$ cat config.mk
export PLATFORM = sky130hd
export DESIGN_NAME = mvm_mac
export DESIGN_NICKNAME = d
export VERILOG_FILES = /design/src/rtl/mvm_pkg.sv /design/src/rtl/mvm_mac.sv
export SDC_FILE = /design/constraint.sdc
export NUM_CORES = 2
export LEC_CHECK = 0
export ABC_AREA = 1
export BUFFER_PORTS_ARGS = -buffer_cell sky130_fd_sc_hd__buf_2
export CORE_ASPECT_RATIO = 0.75
export CORE_UTILIZATION = 45
export CTS_CLUSTER_SIZE = 16
export DETAILED_ROUTE_END_ITERATION = 8
export PLACE_DENSITY_LB_ADDON = 0.25
export SLEW_MARGIN = 20
export SYNTH_ARGS = -nofsm -noshare
export SYNTH_HDL_FRONTEND = slang
export SYNTH_SLANG_ARGS = --single-unit
$ cat constraint.sdc
create_clock -name i_clk -period 10.15 [get_ports i_clk]
set_input_delay 1.015 -clock i_clk [delete_from_list [all_inputs] [get_ports i_clk]]
set_output_delay 1.015 -clock i_clk [all_outputs]
set_load 0.1 [all_outputs]
$ cat src/rtl/mvm_pkg.sv
// ----------------------------------------------------------------------------
// mvm_pkg
// Shared types and constants for the Q16.16 matrix-vector multiplier.
// ----------------------------------------------------------------------------
package mvm_pkg;

    // Parameter defaults
    localparam int DEF_MAX_COLUMNS = 64;
    localparam int DEF_MAX_ROWS    = 1024;

    // Field widths
    localparam int COMMAND_W      = 1;
    localparam int ELEM_INDEX_W   = 6;
    localparam int VALUE_W        = 32;
    localparam int ROW_INDEX_W    = 10;
    localparam int ROW_COUNT_W    = 11;
    localparam int COLUMN_COUNT_W = 7;
    localparam int ACC_W          = 64;
    localparam int FRAC_W         = 16;

    // Configuration port
    localparam int CFG_INDEX_W = 2;
    localparam int CFG_DATA_W  = 11;
    localparam logic [CFG_INDEX_W-1:0] CFG_ROW_COUNT    = 2'd0;
    localparam logic [CFG_INDEX_W-1:0] CFG_COLUMN_COUNT = 2'd1;

    // Commands
    localparam logic [COMMAND_W-1:0] CMD_LOAD   = 1'b0;
    localparam logic [COMMAND_W-1:0] CMD_MATRIX = 1'b1;

    // Result queue, power of two
    localparam int OUT_DEPTH = 8;
    localparam int OUT_AW    = $clog2(OUT_DEPTH);

    localparam logic signed [VALUE_W-1:0] SAT_MAX = 32'sh7FFF_FFFF;
    localparam logic signed [VALUE_W-1:0] SAT_MIN = 32'sh8000_0000;

    typedef struct packed {
        logic [COMMAND_W-1:0]        command;
        logic [ELEM_INDEX_W-1:0]     element_index;
        logic signed [VALUE_W-1:0]   element_value;
    } t_in_item;

    typedef struct packed {
        logic [ROW_INDEX_W-1:0]      row_index;
        logic signed [VALUE_W-1:0]   row_result;
        logic                        saturated;
        logic                        last_row;
    } t_out_item;

    // Per-item control carried alongside the datapath
    typedef struct packed {
        logic [ROW_INDEX_W-1:0]      row_index;
        logic                        end_row;
        logic                        last_row;
    } t_mac_ctl;

endpackage

$ cat src/rtl/mvm_mac.sv
// ----------------------------------------------------------------------------
// mvm_mac
// Multiply stage, 64-bit accumulate stage and Q16.16 reduction with saturation.
// ----------------------------------------------------------------------------
module mvm_mac (
    input  logic                        i_clk,
    input  logic                        i_rst_n,
    input  logic                        i_clear,
    input  logic                        i_valid,
    input  logic signed [mvm_pkg::VALUE_W-1:0] i_elem,
    input  logic [mvm_pkg::VALUE_W-1:0] i_vec,
    input  mvm_pkg::t_mac_ctl           i_ctl,
    output logic                        o_valid,
    output mvm_pkg::t_out_item          o_item
);
    import mvm_pkg::*;

    logic signed [VALUE_W-1:0] vec_s;
    logic signed [ACC_W-1:0]   n_prod;
    logic signed [ACC_W-1:0]   r_prod;
    logic                      r_a_valid;
    t_mac_ctl                  r_a_ctl;
    logic [ACC_W-1:0]          n_sum;
    logic [ACC_W-1:0]          r_acc;
    logic [ACC_W-1:0]          r_sum;
    logic                      r_b_valid;
    t_mac_ctl                  r_b_ctl;
    logic                      in_range;

    assign vec_s  = $signed(i_vec);
    assign n_prod = i_elem * vec_s;

    // Multiply stage
    always_ff @(posedge i_clk) begin
        if (!i_rst_n) begin
            r_a_valid <= 1'b0;
        end else begin
            r_a_valid <= i_valid;
        end
    end

    always_ff @(posedge i_clk) begin
        r_prod  <= n_prod;
        r_a_ctl <= i_ctl;
    end

    // Accumulate stage: sum wraps modulo 2^64
    assign n_sum = r_acc + ACC_W'(r_prod);

    always_ff @(posedge i_clk) begin
        if (!i_rst_n) begin
            r_acc     <= '0;
            r_b_valid <= 1'b0;
        end else begin
            r_b_valid <= r_a_valid && r_a_ctl.end_row;
            if (i_clear) begin
                r_acc <= '0;
            end else if (r_a_valid) begin
                r_acc <= r_a_ctl.end_row ? '0 : n_sum;
            end
        end
    end

    always_ff @(posedge i_clk) begin
        if (r_a_valid && r_a_ctl.end_row) begin
            r_sum   <= n_sum;
            r_b_ctl <= r_a_ctl;
        end
    end

    // Shift right by the fraction and clip: in range when the top bits agree
    assign in_range = (r_sum[ACC_W-1:VALUE_W+FRAC_W-1] == '0) ||
                      (r_sum[ACC_W-1:VALUE_W+FRAC_W-1] == '1);

    always_comb begin
        o_item.row_index = r_b_ctl.row_index;
        o_item.last_row  = r_b_ctl.last_row;
        o_item.saturated = !in_range;
        if (in_range) begin
            o_item.row_result = $signed(r_sum[VALUE_W+FRAC_W-1:FRAC_W]);
        end else begin
            o_item.row_result = r_sum[ACC_W-1] ? SAT_MIN : SAT_MAX;
        end
    end

    assign o_valid = r_b_valid;

endmodule

==> metrics.csv <==
metric;value;unit
RD Place Congestion;0.964;
placed cell area;51800;sq um
crit path max-delay cell type;fa_1;
Buf+Inv Stages, Crit Path;10;
Reg2Reg Setup Slack;6700;ps
reg-to-reg endpoint;r_sum[47]$_DFFE_PP_;
critical path data required time;10590;ps
min-delay worst type;reg2reg;
Clock transition at path regs;70;ps
crit path DAT;9110;ps
Max Cap Viol;0;
non-filler cells, final;7993;
total congestion overflow;0;
main area contributors after synthesis;fa_1, nand2_1, inv_1, ha_1, dfxtp_1;
Max Root-Sink Buffers;3;
outcome;finished, final reports clean;
Mapped Avg Cell Area;7.60;sq um
CTS tree;built;
Final Critical Period;8670;ps
clk_lat worst skew;540;ps
Yosys top cell by area;fa_1;
first-pass GRT wire length;244000;um
WL/cell;19.3;um
Stages on worst setup path;28;
antenna violations before repair;6;
Synth top area share;0.434;
ANT nets after route;0;
vias in the first global route;41106;
row count;105;
multi-input logic area;37300;sq um
Least-Margin Pin Slew;1080;ps
Cells after Synth;6570;
Vias/cell;4.99;
max incr delay on CP;930;ps
syn_nets;7980;
synth unique cells;42;
CP endpoint kind;flip-flop;
Hold Fails Final Rpt;0;
most frequent cell after synthesis;nand2_1;
clock skew;18.7;ps
final-report setup violation count;0;
Critical Path Sink;r_prod[54]$_DFF_P_;
first-pass iteration count of the detailed router;5;
DIE AREA;112000;sq um
Resized Gates After CTS;0;
area delta synth->final;5.20;%
yosys warns;0;
initial DRC count;3423;
Hold Path Stages;0;
Crit Path Class;in2reg;
commonest cells in the synthesized netlist;nand2_1, inv_1, fa_1;
vias;39875;
TritonCTS Buffers;22;
IO Pins;125;
clock sinks;201;
GRT Total Usage;0.283;
final instance area;52500;sq um
register area;4610;sq um
ys flop type;dfxtp_1;
Die Height;290;um
max-slew violation count;0;
delay-heaviest family, CP;adder cells;
layout cells sized above 1;0.0417;
Fillers;10945;
H-tree depth;1;
Worst Min Path Start;r_a_ctl[3]$_DFF_P_;
R2R depth;9;
Detailed Route WL;154000;um
Reg-to-Reg Start;r_prod[44]$_DFF_P_;
largest net degree at the start of global routing;66;
Sum Neg Setup Slack;0;ps
final worst path period share;0.854;
Slew headroom;0.275;
core area;110000;sq um
placed insts;7949;
DPL Wire Length;131000;um
Seq cells post-synth;201;
DRC viols;0;
Crit Path Max Fanout;32;
# hold bufs at CTS;0;
Netlist Area Pre-Place;49900;sq um
clock root cell;clkbuf_16;
ys async rst share;0;
Worst Setup Start Kind;input port;
PortBufs;124;
unrepaired setup endpoints after global routing;false;
most frequent CP cell;inv_1;
Die Wd;387;um
fmax;115;MHz
effective utilization at floorplan;0.455;
CP Launch Point;i_vec[5];
EDFF count, synth;59;
post-synthesis sequential area ratio;0.0924;
post-CTS setup buffer count;0;
Final #Nets;7939;
worst min-delay path by stage:
stage                      endpoint  slack (ps)
2_1_floorplan   o_item[0]$_DFFE_PP_         390
3_3_place_gp   o_item[34]$_DFFE_PP_         390
3_5_place_dp   o_item[39]$_DFFE_PP_         390
4_1_cts        o_item[39]$_DFFE_PP_         410
5_1_grt        o_item[42]$_DFFE_PP_         420
6_report       o_item[35]$_DFFE_PP_         400
sequential cells by signal, indices dropped and copies added (netlist names):
name       count
r_acc         64
r_prod        64
r_sum         48
r_a_ctl       12
o_item        11
o_valid        1
r_a_valid      1
final cells by class:
class	instances	area share
antenna	4	0.000191
clock buffer	27	0.0115
clock inverter	13	0.00253
inverter	1919	0.137
multi-input combinational	4231	0.710
sequential	201	0.0879
tap	1444	0.0344
timing repair buffer	154	0.0161
cell usage in the layout (no fill, tap or decap), types with 5 or more instances in the layout:
cell type,netlist,final
a21boi_0,7,7
a21o_1,11,11
a21oi_1,211,211
and2_1,31,31
and3_1,16,16
buf_2,3,124
buf_4,0,30
clkbuf_16,0,23
dfxtp_1,142,142
edfxtp_1,59,59
fa_1,1083,1083
ha_1,247,247
inv_1,1905,1903
inv_2,14,15
nand2_1,1926,1926
nand2_2,10,10
nand3_1,146,146
nand3_2,5,5
nand3b_1,5,5
nand4_1,33,33
nor2_1,243,242
nor2_2,10,10
nor2_4,6,7
nor3_1,28,28
nor4_1,12,12
o21ai_0,70,70
o21ai_1,7,7
o21bai_1,18,18
or2_2,17,16
xnor2_1,14,14
xor2_1,52,52
kinds of logic after synthesis:
logic type,count (synthesis),share of synthesized area
AOI/OAI and AO/OA,338,0.0368
buffers and inverters,2138,0.161
adders and majority gates,1330,0.496
and+or+nand+nor,2494,0.201
DFF,201,0.0924
xor gates and xnor gates,69,0.0126
routing by layer:
layer  share of wire  wire length [um]  global-route usage
met1            0.46             71600               0.424
met4           0.018              2710              0.0496
met2            0.40             61700               0.399
met5         0.00017                26                   0
met3            0.12             18400              0.0915
through the flow:
step | setup WS (ps) | util | hold slack (ps)
floorplan | 2370 | - | 386
detailed placement | 973 | 0.472 | 390
global route | 1020 | 0.479 | 421
finish | 1480 | 0.479 | 403
global placement | 1080 | 0.472 | 386
CTS | 1510 | 0.479 | 406
Power is not shown: default switching activity piles up to over one toggle a cycle in this logic, so the estimate is an artifact.
