### src/rtl/mvm_pkg.sv
// ----------------------------------------------------------------------------
// mvm_pkg
// Shared types and constants for the Q16.16 matrix-vector multiplier.
// ----------------------------------------------------------------------------
package mvm_pkg;

    // Parameter defaults
    localparam int DEF_MAX_COLUMNS = 64;
    localparam int DEF_MAX_ROWS    = 1024;

    // Field widths
    localparam int COMMAND_W      = 1;
    localparam int ELEM_INDEX_W   = 6;
    localparam int VALUE_W        = 32;
    localparam int ROW_INDEX_W    = 10;
    localparam int ROW_COUNT_W    = 11;
    localparam int COLUMN_COUNT_W = 7;
    localparam int ACC_W          = 64;
    localparam int FRAC_W         = 16;

    // Configuration port
    localparam int CFG_INDEX_W = 2;
    localparam int CFG_DATA_W  = 11;
    localparam logic [CFG_INDEX_W-1:0] CFG_ROW_COUNT    = 2'd0;
    localparam logic [CFG_INDEX_W-1:0] CFG_COLUMN_COUNT = 2'd1;

    // Commands
    localparam logic [COMMAND_W-1:0] CMD_LOAD   = 1'b0;
    localparam logic [COMMAND_W-1:0] CMD_MATRIX = 1'b1;

    // Result queue, power of two
    localparam int OUT_DEPTH = 8;
    localparam int OUT_AW    = $clog2(OUT_DEPTH);

    localparam logic signed [VALUE_W-1:0] SAT_MAX = 32'sh7FFF_FFFF;
    localparam logic signed [VALUE_W-1:0] SAT_MIN = 32'sh8000_0000;

    typedef struct packed {
        logic [COMMAND_W-1:0]        command;
        logic [ELEM_INDEX_W-1:0]     element_index;
        logic signed [VALUE_W-1:0]   element_value;
    } t_in_item;

    typedef struct packed {
        logic [ROW_INDEX_W-1:0]      row_index;
        logic signed [VALUE_W-1:0]   row_result;
        logic                        saturated;
        logic                        last_row;
    } t_out_item;

    // Per-item control carried alongside the datapath
    typedef struct packed {
        logic [ROW_INDEX_W-1:0]      row_index;
        logic                        end_row;
        logic                        last_row;
    } t_mac_ctl;

endpackage

### src/rtl/mvm_vec_store.sv
// ----------------------------------------------------------------------------
// mvm_vec_store
// Vector store: one write port, one read port with registered read data.
// ----------------------------------------------------------------------------
module mvm_vec_store #(
    parameter int DEPTH = 64,
    parameter int AW    = 6
) (
    input  logic                       i_clk,
    input  logic                       i_we,
    input  logic [AW-1:0]              i_waddr,
    input  logic [mvm_pkg::VALUE_W-1:0] i_wdata,
    input  logic                       i_re,
    input  logic [AW-1:0]              i_raddr,
    output logic [mvm_pkg::VALUE_W-1:0] o_rdata
);
    import mvm_pkg::*;

    logic [VALUE_W-1:0] r_mem [DEPTH];
    logic [VALUE_W-1:0] r_rdata;

    always_ff @(posedge i_clk) begin
        if (i_we) begin
            r_mem[i_waddr] <= i_wdata;
        end
    end

    always_ff @(posedge i_clk) begin
        if (i_re) begin
            r_rdata <= r_mem[i_raddr];
        end
    end

    assign o_rdata = r_rdata;

endmodule

### config.mk
export PLATFORM = sky130hd
export DESIGN_NAME = mvm_vec_store
export DESIGN_NICKNAME = d
export VERILOG_FILES = /design/src/rtl/mvm_pkg.sv /design/src/rtl/mvm_vec_store.sv
export SDC_FILE = /design/constraint.sdc
export NUM_CORES = 2
export LEC_CHECK = 0
export BUFFER_PORTS_ARGS = -buffer_cell sky130_fd_sc_hd__buf_4
export CELL_PAD_IN_SITES_DETAIL_PLACEMENT = 0
export CELL_PAD_IN_SITES_GLOBAL_PLACEMENT = 1
export CORE_ASPECT_RATIO = 0.75
export CORE_MARGIN = 3
export CORE_UTILIZATION = 40
export DETAILED_ROUTE_END_ITERATION = 16
export PLACE_DENSITY = 0.56
export SLEW_MARGIN = 20
export SYNTH_ARGS = -nofsm -noshare
export SYNTH_HDL_FRONTEND = slang
export SYNTH_SLANG_ARGS = --single-unit
### constraint.sdc
create_clock -name i_clk -period 5.2 [get_ports i_clk]
set_input_delay 1.04 -clock i_clk [delete_from_list [all_inputs] [get_ports i_clk]]
set_output_delay 1.04 -clock i_clk [all_outputs]
set_load 0.01 [all_outputs]
==> results.sh <==
export IMPL_syn_cell_area_um2=78840
export IMPL_synthCells=3324
export IMPL_timing_final_crit_share_pct=68.06
export IMPL_numCtsBuffers=201
export IMPL_core_um2=195000
export IMPL_clk_pin_slew_worst_paths_ns=0.06
export IMPL_yosysUniqueCellTypes=33
export IMPL_hold_path_depth=1
export IMPL_grt_pass1_wl_um=312000
export IMPL_ys_seq_area_share_pct=79.23
export IMPL_layout_drive_gt1_share_pct=30.19
export IMPL_place_inst=6014
export IMPL_wl_per_cell_um=35.61
export IMPL_cts_resized=0
export IMPL_synth_fa_ha_area_share_pct=0
export IMPL_ios=79
export IMPL_cp_data_required_time_ns=5.75
export IMPL_area_growth_pct=14.29
export IMPL_cts_root_buf="clkbuf_16"
export IMPL_critPathSlowestCell="o22ai_1"
export IMPL_ys_flop_type="edfxtp_1"
export IMPL_syn_num_nets=3371
export IMPL_gr_usage_met1_pct=32.39
export IMPL_start_kind="input port"
export IMPL_drc=0
export IMPL_critical_path_max_stage_delay_ns=0.62
export IMPL_hpwl_um=128900
export IMPL_grtUsageTotal_pct=22.40
export IMPL_grt_max_degree=68
export IMPL_path_cells="buf_8, buf_12, buf_4, mux4_2, mux4_2, o22ai_1, nor2_1"
export IMPL_cts_num_sinks=2080
export IMPL_clock_latency_ns=0.84
export IMPL_setup_tns_ns=0
export IMPL_place_area_um2=83910
export IMPL_antenna_left=0
export IMPL_status="complete, no violations"
export IMPL_grt_pass1_vias=38020
export IMPL_cts_hold_fix_buffers=0
export IMPL_via_per_inst=5.872
export IMPL_reg2regPathDepth=4
export IMPL_grt_ovfl_total=0
export IMPL_yosysWarnings=0
export IMPL_synth_xor_area_share_pct=0
export IMPL_antenna_found_initial=20
export IMPL_top_usage_layer="met2"
export IMPL_min_from="i_wdata[6]"
export IMPL_synth_simple_area_share_pct=1.260
export IMPL_met3_usage_pct=6.455
export IMPL_finalHoldViolCount=0
export IMPL_drt_wl_total_um=227100
export IMPL_fmax_mhz=282.6
export IMPL_rsz0062_at_grt="false"
export IMPL_num_rows=140
export IMPL_power_mw=34.37
export IMPL_maxSlewViolCount=0
export IMPL_synth_top_family_by_area="multiplexers"
export IMPL_period_needed_ns=3.539
export IMPL_initial_core_util_pct=40.44
export IMPL_crit_path_end_kind="flip-flop"
export IMPL_slew_headroom_pct=28.68
export IMPL_cts_tree="done"
export IMPL_worst_pin_slew_ns=1.067
export IMPL_holdPathEnd="r_mem[15][6]$_DFFE_PP_"
export IMPL_ir_drop_uv=314.4
export IMPL_syn_avg_cell_area_um2=23.72
export IMPL_leakage_nw=27.76
export IMPL_num_nets_final=3639
export IMPL_port_buffers=78
export IMPL_gp_congestion=0.7980
export IMPL_cp_common_cell="mux4_2"
export IMPL_hold_path_class="in -> reg"
export IMPL_rrSetupSlack_ns=2.71
export IMPL_fin_area_um2=90100
export IMPL_fp_dieH_um=390.5
export IMPL_stdcell_count=6377
export IMPL_ctsHtreeMaxLevel=4
export IMPL_die_w_um=518.6
export IMPL_cap_violations=0
export IMPL_via_count=37450
export IMPL_synth_area_mux_share_pct=16.72
export IMPL_synth_seq_cells=2080
export IMPL_clock_skew_ns=0.03485
export IMPL_ys_async_sr_fraction_pct=0
export IMPL_worstPathArrival_ns=4.09
export IMPL_synth_compound_area_share_pct=1.666
export IMPL_criticalPathCategory="in -> reg"
export IMPL_power_density_nw_per_um2=381.4
export IMPL_r2r_start="r_mem[25][1]$_DFFE_PP_"
export IMPL_drtPass1Iterations=5
export IMPL_drtIter0Drc=4763
export IMPL_setup_viol=0
export IMPL_rr_endpoint="o_rdata[1]$_DFFE_PP_"
export IMPL_grt_util_met2_pct=33.50
export IMPL_critPathMaxFanout=67
export IMPL_cts_buffer_depth=3
export IMPL_post_cts_setup_buffers=0
export IMPL_die_area_um2=202500
export IMPL_synth_edf_count=2080
## power by group
group          switching, mW  internal [mW]  leakage (nW)
Clock                   6.17           7.63          2.99
Combinational           1.24          0.655          6.03
Sequential            0.0642           18.6          18.7
Total                   7.47           26.9          27.8
## cell type report
type / count / area [µm²]
clock buffer: 246 / 5241
timing repair buffer: 247 / 2233
tap: 2627 / 3287
fill: 15930 / 104900
clock inverter: 108 / 874.6
sequential: 2080 / 62460
antenna: 7 / 17.52
multi-input combinational: 1062 / 15990
## metrics by stage
stage | hold slack [ns] | util [%] | setup slack, ns
2_1_floorplan | 0.7502 | - | 1.000
4_1_cts | 0.7439 | 46.18 | 1.738
3_5_place_dp | 0.9541 | 43.04 | 0.8223
3_3_place_gp | 0.8945 | 43.03 | 0.8034
5_1_grt | 0.7824 | 46.21 | 1.654
6_report | 0.7866 | 46.21 | 1.661
## layer usage
metal  vias to the layer above  part of all wire, %  routed length (µm)
met3                       301                  9.6               21800
li1                      14860                    -                   -
met5                         -                0.032                  73
met1                     20620                   42               96260
met4                        12                  2.5                5756
met2                      1656                   45              103200
## state kept, by name, indices dropped and copies added, names as in the netlist
signal,count
r_mem,2048
o_rdata,32
## cell families after synthesis
group / after synthesis
AOI/OAI and AO/OA: 202
buffers and inverters: 182
DFF: 2080
and+or+nand+nor: 223
muxes: 637
## Yosys cell counts (5+ instances only)
cell type	number	area (µm²)
mux4_2	544	12250
buf_1	21	78.83
mux2i_1	93	930.9
nor3_1	7	35.03
clkbuf_1	74	277.8
nand2_1	26	97.59
o22ai_1	84	525.5
nand3b_1	5	37.54
a21oi_1	62	310.3
buf_6	5	56.30
edfxtp_1	2080	62460
a311oi_1	8	70.07
a22oi_1	12	90.09
buf_4	25	187.7
nor2_1	137	514.2
nor2b_1	15	93.84
nand3_1	5	25.02
o221ai_1	27	236.5
buf_2	57	285.3
nand2b_1	8	50.05
## cells in the final DEF, fill, tap and decap left out, types with 2 or more instances in the layout
master / n
edfxtp_1: 2080
inv_16: 2
a311oi_1: 5
buf_4: 215
clkinv_8: 5
o32ai_1: 4
and2_1: 2
clkinvlp_4: 4
clkinv_2: 36
clkinv_1: 45
nand2b_1: 7
nor2_1: 75
nand3_1: 5
a41o_1: 4
o22ai_1: 84
nor3_2: 2
nor2b_1: 15
buf_8: 4
or3_1: 3
a22oi_1: 12
clkbuf_1: 43
bufinv_16: 10
mux2i_1: 93
nor3_1: 5
nand4_1: 2
nand2_1: 26
inv_6: 5
nor2_4: 62
or3b_1: 2
or3b_2: 3
nand3b_1: 5
o221ai_1: 27
mux4_2: 544
or2_2: 2
a311oi_2: 3
buf_12: 26
and3_1: 4
diode_2: 7
a21oi_1: 62
clkbuf_16: 203
## critical path, delay by kind of cell
| family | cells | cell delay (ns) |
|---|---|---|
| compound gates | 1 | 0.62 |
| buf+inv | 3 | 1.23 |
| mux | 2 | 0.93 |
| simple gates | 1 | 0.14 |
## worst max path at each step
stage,from,end,cells past startpoint
4_1_cts,i_raddr[1],o_rdata[1]$_DFFE_PP_,7
3_3_place_gp,i_raddr[0],o_rdata[10]$_DFFE_PP_,8
3_5_place_dp,i_raddr[1],o_rdata[1]$_DFFE_PP_,7
2_1_floorplan,i_waddr[3],r_mem[48][0]$_DFFE_PP_,4
5_1_grt,i_raddr[0],o_rdata[10]$_DFFE_PP_,8
6_report,i_raddr[1],o_rdata[1]$_DFFE_PP_,7
Note: power is estimated with default switching activity, not from simulation.
