### src/rtl/mvm_pkg.sv
// ----------------------------------------------------------------------------
// mvm_pkg
// Shared types and constants for the Q16.16 matrix-vector multiplier.
// ----------------------------------------------------------------------------
package mvm_pkg;

    // Parameter defaults
    localparam int DEF_MAX_COLUMNS = 64;
    localparam int DEF_MAX_ROWS    = 1024;

    // Field widths
    localparam int COMMAND_W      = 1;
    localparam int ELEM_INDEX_W   = 6;
    localparam int VALUE_W        = 32;
    localparam int ROW_INDEX_W    = 10;
    localparam int ROW_COUNT_W    = 11;
    localparam int COLUMN_COUNT_W = 7;
    localparam int ACC_W          = 64;
    localparam int FRAC_W         = 16;

    // Configuration port
    localparam int CFG_INDEX_W = 2;
    localparam int CFG_DATA_W  = 11;
    localparam logic [CFG_INDEX_W-1:0] CFG_ROW_COUNT    = 2'd0;
    localparam logic [CFG_INDEX_W-1:0] CFG_COLUMN_COUNT = 2'd1;

    // Commands
    localparam logic [COMMAND_W-1:0] CMD_LOAD   = 1'b0;
    localparam logic [COMMAND_W-1:0] CMD_MATRIX = 1'b1;

    // Result queue, power of two
    localparam int OUT_DEPTH = 8;
    localparam int OUT_AW    = $clog2(OUT_DEPTH);

    localparam logic signed [VALUE_W-1:0] SAT_MAX = 32'sh7FFF_FFFF;
    localparam logic signed [VALUE_W-1:0] SAT_MIN = 32'sh8000_0000;

    typedef struct packed {
        logic [COMMAND_W-1:0]        command;
        logic [ELEM_INDEX_W-1:0]     element_index;
        logic signed [VALUE_W-1:0]   element_value;
    } t_in_item;

    typedef struct packed {
        logic [ROW_INDEX_W-1:0]      row_index;
        logic signed [VALUE_W-1:0]   row_result;
        logic                        saturated;
        logic                        last_row;
    } t_out_item;

    // Per-item control carried alongside the datapath
    typedef struct packed {
        logic [ROW_INDEX_W-1:0]      row_index;
        logic                        end_row;
        logic                        last_row;
    } t_mac_ctl;

endpackage

### src/rtl/mvm_out_fifo.sv
// ----------------------------------------------------------------------------
// mvm_out_fifo
// Result queue that decouples the datapath from the output handshake.
// ----------------------------------------------------------------------------
module mvm_out_fifo (
    input  logic                i_clk,
    input  logic                i_rst_n,
    input  logic                i_push,
    input  mvm_pkg::t_out_item  i_item,
    input  logic                i_pop,
    output logic                o_valid,
    output mvm_pkg::t_out_item  o_item
);
    import mvm_pkg::*;

    t_out_item         r_mem [OUT_DEPTH];
    logic [OUT_AW-1:0] r_wr_ptr;
    logic [OUT_AW-1:0] r_rd_ptr;
    logic [OUT_AW:0]   r_count;

    always_ff @(posedge i_clk) begin
        if (i_push) begin
            r_mem[r_wr_ptr] <= i_item;
        end
    end

    always_ff @(posedge i_clk) begin
        if (!i_rst_n) begin
            r_wr_ptr <= '0;
            r_rd_ptr <= '0;
            r_count  <= '0;
        end else begin
            if (i_push) begin
                r_wr_ptr <= r_wr_ptr + OUT_AW'(1);
            end
            if (i_pop) begin
                r_rd_ptr <= r_rd_ptr + OUT_AW'(1);
            end
            case ({i_push, i_pop})
                2'b10:   r_count <= r_count + (OUT_AW+1)'(1);
                2'b01:   r_count <= r_count - (OUT_AW+1)'(1);
                default: r_count <= r_count;
            endcase
        end
    end

    assign o_valid = (r_count != '0);
    assign o_item  = r_mem[r_rd_ptr];

endmodule

### config.mk
export PLATFORM = sky130hd
export DESIGN_NAME = mvm_out_fifo
export DESIGN_NICKNAME = d
export VERILOG_FILES = /design/src/rtl/mvm_pkg.sv /design/src/rtl/mvm_out_fifo.sv
export SDC_FILE = /design/constraint.sdc
export NUM_CORES = 1
export LEC_CHECK = 0
export ABC_AREA = 1
export ABC_CLOCK_PERIOD_IN_PS = 3560
export BUFFER_PORTS_ARGS = -buffer_cell sky130_fd_sc_hd__buf_2
export CAP_MARGIN = 25
export CORE_UTILIZATION = 50
export DETAILED_ROUTE_END_ITERATION = 7
export GPL_ROUTABILITY_DRIVEN = 0
export HOLD_SLACK_MARGIN = 0.1
export PLACE_DENSITY = 0.68
export SLEW_MARGIN = 30
export SYNTH_ARGS = -nofsm -noshare
export SYNTH_HDL_FRONTEND = slang
export SYNTH_SLANG_ARGS = --single-unit
### constraint.sdc
create_clock -name i_clk -period 3.56 [get_ports i_clk]
set_input_delay 0 -clock i_clk [delete_from_list [all_inputs] [get_ports i_clk]]
set_output_delay 0 -clock i_clk [all_outputs]
set_load 0.02 [all_outputs]
==> results.txt, run 1 <==
The synthesized design devotes to its leading area cell type 73.79% of total area. The async set or reset register ratio after synthesis came out at 0%. The clock-pin slew on the worst setup and hold paths is 0.06 ns. The cell taking the most area after synthesis is sky130_fd_sc_hd__edfxtp_1.

After technology mapping, the gate count stands at 1074. The iteration count of the initial detailed-routing pass is 5. Traced cell by cell, the critical path runs through buf_12 > o21ai_0 > o21ai_1 > nand2_1 > nand2_1 > buf_2. The minimum clock period is 2.512 ns. In this run the critical register-to-register path is launched from r_wr_ptr[0].

The root buffer cell chosen for the clock tree is sky130_fd_sc_hd__clkbuf_16. The number of antenna repair diodes is 0. Setup slack on the worst reg-to-reg path comes out at 1.60 ns. The global-route wire length before repair is 46200 um. The post-synthesis sequential element count is 365. The count of unresolved DRC violations after routing is 0. The remaining global-route overflow is 0. The placed cell count is 1499. The initial antenna violation count is 0.

The final hold violation count is 0. The buffer and inverter count on the worst path came out at 2. The area growth from synthesis to layout is 17.55%. The kind of end point of the critical path is an output port. The worst hold path belongs to the class in2reg. By area the synthesized netlist is led by sky130_fd_sc_hd__edfxtp_1 (74%), sky130_fd_sc_hd__o21ai_0 (5.4%), sky130_fd_sc_hd__nor2_1 (5.0%).

Setup repair after global routing left no endpoint under its margin. The tool flagged a number of max-cap violations equal to 0. The overall fraction of global-route tracks in use is 20.50%. In this run, post-CTS hold repair placed 50 buffers.

The final antenna-violating net count is 0. The peak ir drop on the vdd network came out at 0.0003221 V. The category of the worst setup path launch point is a flop. The total half-perimeter wirelength after legalization and detailed placement is 15300 um. Clock skew on the completed layout was measured at 0.02070 ns. The total design power is 0.009550 W. For this run, global-route usage on met3 was measured as 3.359%. The H-tree was split into 2 levels. After synthesis, flip-flops and latches occupy 75.60% of the total area. The biggest fanout along the worst timing path came out at 76. Once placement finished, the instance area stood at 0.01516 mm2. The clock latency on the worst-skew pair came out at 0.52 ns. The die is 171.3 um tall. The slowest library cell on the worst path is sky130_fd_sc_hd__dfxtp_4. Dividing the detail-routed via count by the number of cells gives 5.403. The worst hold path terminates at r_mem[6][0]. The run finished with clean final reports.

The total wire length is 29390 um. The synthesized netlist net count is 1127. The max-slew violation total from the final report was 0. The TritonCTS clock tree is yes. For this design the static power due to leakage is 5.897 nW. The number of setup violations in the final report is 0. The die area came out at 0.02933 mm2. The post-detailed-route wirelength per cell is 18.18 um.

The floorplan has 61 rows. The pin count of the biggest net entering global routing is 177. The initial core utilization came out at 51.14%.

The largest stage delay on the critical path is 0.87 ns. met2 is the most crowded layer. The worst hold path passes through 2 cells. The total power divided by cell area came out at 567.2 mW/mm2. The dominant cell by count in the synthesized netlist is sky130_fd_sc_hd__edfxtp_1. The family with the most delay on the worst path is flip-flops. The cell that appears most often on the critical path is sky130_fd_sc_hd__nand2_1. Summing over every cut layer, the via total after detailed routing is 8737.

The met1 demand-to-capacity share in global routing came out at 28.78%. The total non-filler cell area in the finished layout came out at 0.01684 mm2. The highest attainable clock frequency came out at 0.3981 GHz.

For the worst setup path, the data arrival time is 2.51 ns. CTS saw 365 sinks. The clock tree buffer depth came out at 3. The area of the core came out at 0.02801 mm2. The commonest cells after synthesis are sky130_fd_sc_hd__edfxtp_1 (352), sky130_fd_sc_hd__nor2_1 (189), sky130_fd_sc_hd__o21ai_0 (154), sky130_fd_sc_hd__nand2_1 (147). Cells fill 60.12% of the core in the end. The end of the worst register-to-register path is r_mem[5][20]. The average footprint of a synthesized cell is 13.34 um2.

The Yosys step of the flow raised 0 warnings. The global routing met2 resource utilization is 33.30%. Counting the buffers created by CTS gives 38.

The count of non-filler cells in the finished layout is 1617. For the final routed database, the setup TNS stands at 0 ns. The net count of the finished layout is 1264. In this run the cell area of the synthesized design comes to 0.01432 mm2.

The final cycle utilization of the critical path is 70.56%. The number of cells on the worst reg-to-reg path came out at 3. The synthesized design contains 352 enable-type register cells. The buffer count from post-CTS setup fixing came out at 0. For the pin with the worst max-slew slack, the measured transition is 0.8821 ns. The number of global-route vias before repair is 8659. The width of the chip is 171.3 um. The number of DRC violations after detailed-routing iteration 0 came out at 850.

The count of fill cells added during filler insertion came out at 2176. Input and output buffers added on the ports amount to 92. The fraction of final layout cells with drive strength greater than 1 came out at 13.96%. The quantity of gates resized following cts came out at 0. The number of distinct library cells after synthesis is 23. The worst pin sits at a relative slew slack of 41.20%. The flip-flop cell with the highest count after synthesis is sky130_fd_sc_hd__edfxtp_1. The critical path is of the reg2out type. In this run the most critical hold path is launched from i_item[0]. The data required time at the worst endpoint came out at 3.56 ns. The I/O pin count is 93.
-- worst max path at each step --
stage | cells past startpoint | endpoint
after global placement | 6 | o_item[34]
after detailed placement | 6 | o_item[34]
final | 6 | o_item[34]
after floorplan | 2 | r_mem[0][0]
after global routing | 6 | o_item[34]
after CTS | 6 | o_item[34]
-- flip-flops by register name, indices dropped and copies added, names as in the netlist, named ones only --
| name | count |
|---|---|
| r_mem | 352 |
| r_count | 4 |
| r_rd_ptr | 3 |
| r_wr_ptr | 3 |
-- metrics by stage --
stage / setup WS (ns) / hold slack [ns]
4_1_cts: 1.015 / 0.2551
2_1_floorplan: 0.6056 / 0.09887
3_3_place_gp: 1.571 / 0.2684
6_report: 1.048 / 0.2767
3_5_place_dp: 1.579 / 0.2722
5_1_grt: 0.8363 / 0.2856
-- layer usage --
| metal | vias to the layer above | part of all wire, % | routed length (um) |
|---|---|---|---|
| met5 | - | 0 | 0 |
| met4 | 0 | 1.5 | 450 |
| met3 | 40 | 6.1 | 1788 |
| met2 | 285 | 47 | 13920 |
| met1 | 4239 | 45 | 13240 |
| li1 | 4173 | - | - |
-- placed cells by master, fill, tap and decap left out --
cell type                       count
sky130_fd_sc_hd__clkbuf_16         38
sky130_fd_sc_hd__o22ai_1           44
sky130_fd_sc_hd__clkinv_1          10
sky130_fd_sc_hd__dlygate4sd3_1     50
sky130_fd_sc_hd__dfxtp_1           10
sky130_fd_sc_hd__a21oi_1           10
sky130_fd_sc_hd__clkinv_8           1
sky130_fd_sc_hd__nor2_4             8
sky130_fd_sc_hd__o21ai_1           29
sky130_fd_sc_hd__dfxtp_2            1
sky130_fd_sc_hd__bufinv_16          3
sky130_fd_sc_hd__inv_1             15
sky130_fd_sc_hd__inv_6              2
sky130_fd_sc_hd__xnor2_1            3
sky130_fd_sc_hd__mux2i_1           44
sky130_fd_sc_hd__edfxtp_1         352
sky130_fd_sc_hd__clkbuf_1           7
sky130_fd_sc_hd__ha_1               5
sky130_fd_sc_hd__buf_4             10
sky130_fd_sc_hd__buf_2             92
sky130_fd_sc_hd__or2_2              1
sky130_fd_sc_hd__dfxtp_4            2
sky130_fd_sc_hd__buf_12             6
sky130_fd_sc_hd__nand3_1            4
sky130_fd_sc_hd__clkinv_2           6
sky130_fd_sc_hd__clkinv_4           1
sky130_fd_sc_hd__nand2_1          147
sky130_fd_sc_hd__o21ai_0          154
sky130_fd_sc_hd__nor2_1           181
sky130_fd_sc_hd__nand4_1            1
sky130_fd_sc_hd__inv_4              2
-- layout make-up --
| class | instances | area, um2 | share of cell area, % |
|---|---|---|---|
| multi-input cells | 631 | 3124 | 18.55 |
| clock buffers | 45 | 977.2 | 5.803 |
| clock inverters | 23 | 200.2 | 1.189 |
| inverters | 17 | 68.82 | 0.4087 |
| flip-flops and latches | 365 | 10840 | 64.37 |
| well taps | 378 | 473.0 | 2.809 |
| repair buffers | 158 | 1156 | 6.866 |
-- power breakdown --
group | switching [W] | internal, W
logic | 0.000629 | 0.000316
clock network | 0.00155 | 0.00219
registers | 0.0000493 | 0.00482
total | 0.00223 | 0.00732
-- worst reg2reg max path: cells and delay by family, from the launching register on --
family | cells | cell delay (ns)
flip-flops | 1 | 0.36
buffers and inverters | 1 | 0.31
AND/OR/NAND/NOR | 2 | 0.97
-- kinds of logic after synthesis --
| family | count (synthesis) | share of synthesized area [%] |
|---|---|---|
| flops | 365 | 75.60 |
| xor+xnor | 3 | 0.1835 |
| buf+inv | 78 | 3.005 |
| mux | 44 | 3.074 |
| simple gates | 342 | 9.031 |
| fa+ha+maj | 5 | 0.4367 |
| compound gates | 237 | 8.665 |
(Power assumes the default switching activity.)
==> run 2, diff against run 1 <==
Settings changed: ABC_AREA 1 to 0, ABC_CLOCK_PERIOD_IN_PS 3560 to 2450.
Clock period 3.56 ns to 2.45 ns, I/O delays scaled along.
==> run 2 against run 1 <==
First-iteration DRC count down 46%. Count of clock-buffer cells in the layout did not move. Clock skew decreased by 0.0076 ns. Cell count is 28% lower. Cell area is 0.16% higher. Synthesized area down 3.0%. Non-clock buffer count increased by 10. Routed wire length down 11%. Largest power group unchanged.
==> results.txt, run 2 <==
Ranked by total cell area, the synthesized netlist is headed by sky130_fd_sc_hd__edfxtp_1 (76%), sky130_fd_sc_hd__mux4_2 (14%), sky130_fd_sc_hd__mux2_2 (2.7%). The register with the most flip-flops in the final layout is r_mem. The global-route wire length before repair is 39650 um (-14%). The total wire length came out at 26090 um (-11%).

In this run the critical register-to-register path is captured at r_mem[5][17]. Setup repair after global routing left no endpoint under its margin. The initial core utilization was 51.29% (+0.15 points).

The growth of design area from synthesis to finish is 21.33%. The flip-flop count of the largest register, all copies and words added is 352 (unchanged). The share of synthesized area occupied by flip-flops and latches came to 77.92% (+2.3 points). The final hold violation count came out at 0 (unchanged). The fraction of final layout cells with drive strength greater than 1 was 41.06% (+27 points). The total of warnings raised by yosys is 0 (unchanged). The biggest fanout along the worst timing path came out at 27 (-64%). Dividing the final minimum period by the clock period gives 93.37%. The remaining global-route overflow was 0 (unchanged). The overall fraction of global-route tracks in use is 19.05% (-1.5 points). The max-slew violation total from the final report is 0 (unchanged). The number of global-route vias before repair is 6922 (-20%). The critical path goes through buf_4 > mux4_2 > mux2_2 > buf_2. The met3 capacity usage during global routing came out at 3.741% (+0.38 points). The port buffer count came out at 92 (unchanged). In this run the most used layer during global routing was met2.

The data required time at the worst endpoint came to 2.45 ns (-1.11 ns). The largest registers in the layout are r_mem: 352 flops, r_count: 4 flops. The simple-gate area share of the yosys netlist came out at 1.179% (-7.9 points). The arrival time at the worst endpoint is 2.29 ns (-0.22 ns). The dominant cell by count in the synthesized netlist is sky130_fd_sc_hd__edfxtp_1. The post-synthesis sequential element count is 365 (unchanged).

The per-cell via count in the routed design came to 5.499 (+1.8%). The worst-case headroom to the max-slew limit came to 60.01% (+19 points). The adder-cell share of the synthesized area is 0.4501% (+0.013 points). Following the worst setup path forward leads to its endpoint at o_item[9]. After synthesis, the largest family of logic cells by area is multiplexers. The count of unresolved DRC violations after routing came out at 0 (unchanged).

The area of the core came out at 0.02710 mm2 (-3.2%). The post-detailed-route wirelength per cell was 22.45 um (+24%). The via count is 6390 (-27%).

The number of instances in the synthesized netlist came out at 578 (-46%). The I/O pin count is 93 (unchanged). The largest stage delay on the critical path is 0.62 ns (-0.25 ns).

The run finished with clean final reports. The clock tree buffer depth is 3 (unchanged). Grouping stages by cell kind, the critical path spends the most delay in multiplexers.

The total power divided by cell area is 858.6 mW/mm2 (+51%). The clock-pin slew on the worst setup and hold paths came out at 0.06 ns (about the same). The minimum clock period is 2.288 ns. The placed cell count came to 1041 (-31%). TritonCTS built the clock tree. The number of setup violations in the final report came out at 0 (unchanged).

The CTS root buffer is sky130_fd_sc_hd__clkbuf_16. The pin count of the biggest net entering global routing is 35 (-80%). The met1 demand-to-capacity share in global routing is 23.84% (-4.9 points). The most used flip-flop cell after synthesis is sky130_fd_sc_hd__edfxtp_1.

In the layout the commonest cells are sky130_fd_sc_hd__edfxtp_1 (352), sky130_fd_sc_hd__buf_2 (92), sky130_fd_sc_hd__mux4_2 (88), sky130_fd_sc_hd__dlygate4sd3_1 (47), sky130_fd_sc_hd__clkbuf_16 (39). The number of cells on the worst reg-to-reg path came out at 3 (unchanged). The setup TNS is 0 ns (unchanged). The synthesized netlist net count is 631 (-44%). The worst hold path belongs to the class in2reg. The cell taking the most area after synthesis is sky130_fd_sc_hd__edfxtp_1. The startpoint-to-endpoint class of the critical path is reg2out. The number of max-cap violations came to 0 (unchanged). The peak ir drop on the vdd network came out at 0.0005625 V (+75%). The width of the chip came to 168.7 um (-1.5%). The pin slew with the least headroom to its limit came out at 0.5998 ns (-0.2822 ns). The height of the die was 168.7 um (-1.5%). The worst clock skew came to 0.01310 ns (-0.007599 ns). The worst setup path is captured at an output port. For this design, the slowest cell found on the critical path is sky130_fd_sc_hd__dfxtp_4. The fraction of the mapped netlist area in compound gates came out at 0.2520% (-8.4 points). The highest attainable clock frequency is 0.4372 GHz. The standby leakage power came out at 5.527 nW (-6.3%).

The count of flip-flops with a built-in enable after synthesis was 352 (unchanged). The launching point of the worst reg2reg path is r_wr_ptr[0]. The total number of H-tree levels came out at 2 (unchanged).

The die area is 0.02847 mm2 (-2.9%). The pre-CTS worst setup slack is 0.5318 ns (-1.048 ns). The sink count of the clock tree is 365 (unchanged). The iteration count of the initial detailed-routing pass came to 4 (-1). The final antenna-violating net count is 0 (unchanged).

The net total in the final layout came out at 812 (-36%). The CTS buffer count is 38 (unchanged). The internal reg-to-reg setup slack is 0.71 ns (-0.89 ns). The initial antenna violation count came to 0 (unchanged).

The average footprint of a synthesized cell is 24.05 um2 (+80%). The post-route core utilization is 62.23% (+2.1 points). The xor/xnor share of the synthesized area came out at 0.4411% (+0.26 points). The row count is 60 (-1.6%). The number of DRC violations after detailed-routing iteration 0 came out at 461 (-46%). The worst setup path is launched from a flop. The async set or reset register ratio after synthesis was 0% (unchanged).

The commonest cells after synthesis are sky130_fd_sc_hd__edfxtp_1 (352), sky130_fd_sc_hd__mux4_2 (88), sky130_fd_sc_hd__mux2_2 (33), sky130_fd_sc_hd__clkbuf_1 (14), sky130_fd_sc_hd__dfxtp_1 (13). The cell count along the critical path came out at 4 (-2). The mux contribution to synthesized area came out at 18.52% (+15 points). The area share of the largest cell type after synthesis was 76.05% (+2.3 points). The count of non-filler cells in the finished layout came out at 1162 (-28%). The total half-perimeter wirelength after legalization and detailed placement is 14730 um (-3.7%). The clock latency on the worst-skew pair came out at 0.52 ns (about the same). The number of distinct library cells after synthesis came out at 28 (+22%). The final worst slack is 0.1625 ns (-0.8857 ns). The global routing met2 resource utilization is 33.69% (+0.39 points).

The mapped cell area is 0.01390 mm2 (-3.0%). The most common cell after layout, fill and taps aside is sky130_fd_sc_hd__edfxtp_1. The buffer and inverter count on the worst path came out at 2 (unchanged).
[run 2: cell types whose count changed after synthesis, sizes merged, moves of 6 or more]
cell	before	now
mux2	0	45
o22ai	44	0
a21oi	10	1
nand2	147	6
o21ai	183	1
mux4	0	88
clkbuf	25	14
inv	16	1
nor2	189	6
and2	0	6
mux2i	44	4
buf	36	13
[run 2: cells by family after synthesis]
kind of cell               after synthesis
DFF                                    365
buffers and inverters                   28
muxes                                  137
and+or+nand+nor                         31
xor gates and xnor gates                 7
AOI/OAI and AO/OA                        5
adders and majority gates                5
[run 2: worst min path at each step]
stage | from | to | cells after the start
final | i_item[4] | r_mem[7][4] | 2
after global routing | i_item[3] | r_mem[1][3] | 2
after CTS | i_item[35] | r_mem[2][35] | 2
after detailed placement | i_item[6] | r_mem[6][6] | 1
after global placement | i_item[38] | r_mem[6][38] | 1
after floorplan | i_item[0] | r_mem[0][0] | 0
[run 2: repair_timing]
action / 4_1_cts / 5_1_grt
hold buffers: 47 / 0
resized for setup: 0 / 0
setup endpoints to repair: 1 / 0
endpoints found under the hold margin: 365 / 0
setup buffers: 3 / 0
[run 2: per-layer routing]
layer  vias up  routed length (um)  share of wire (%)
li1       2812                   -                  -
met1      3371               10610                 41
met2       167               13700                 53
met3        40                1322                5.1
met4         0                 456                1.7
met5         -                   0                  0
[run 2: layout make-up]
type | instances | area (um2)
antenna | 1 | 2.502
clock buffer | 45 | 998.5
clock inverter | 25 | 355.3
fill | 1848 | 10240
inverter | 1 | 3.754
multi-input combinational | 185 | 2964
sequential | 365 | 10840
tap | 372 | 465.4
timing repair buffer | 168 | 1236
[run 2: per-stage QoR]
stage          hold WS, ns  area (um2)  power (W)
3_3_place_gp        0.2521       15020   0.008437
2_1_floorplan      0.09887       13910   0.008072
3_5_place_dp        0.2690       15020   0.008488
4_1_cts             0.2638       16860    0.01461
5_1_grt             0.2839       16860    0.01492
6_report            0.2705       16860    0.01448
[run 2: power by group]
part	total, W	internal (W)	switching (W)
Sequential	0.00710	0.00702	0.0000871
Combinational	0.00131	0.000639	0.000666
Clock	0.00607	0.00378	0.00229
Total	0.0145	0.0114	0.00304
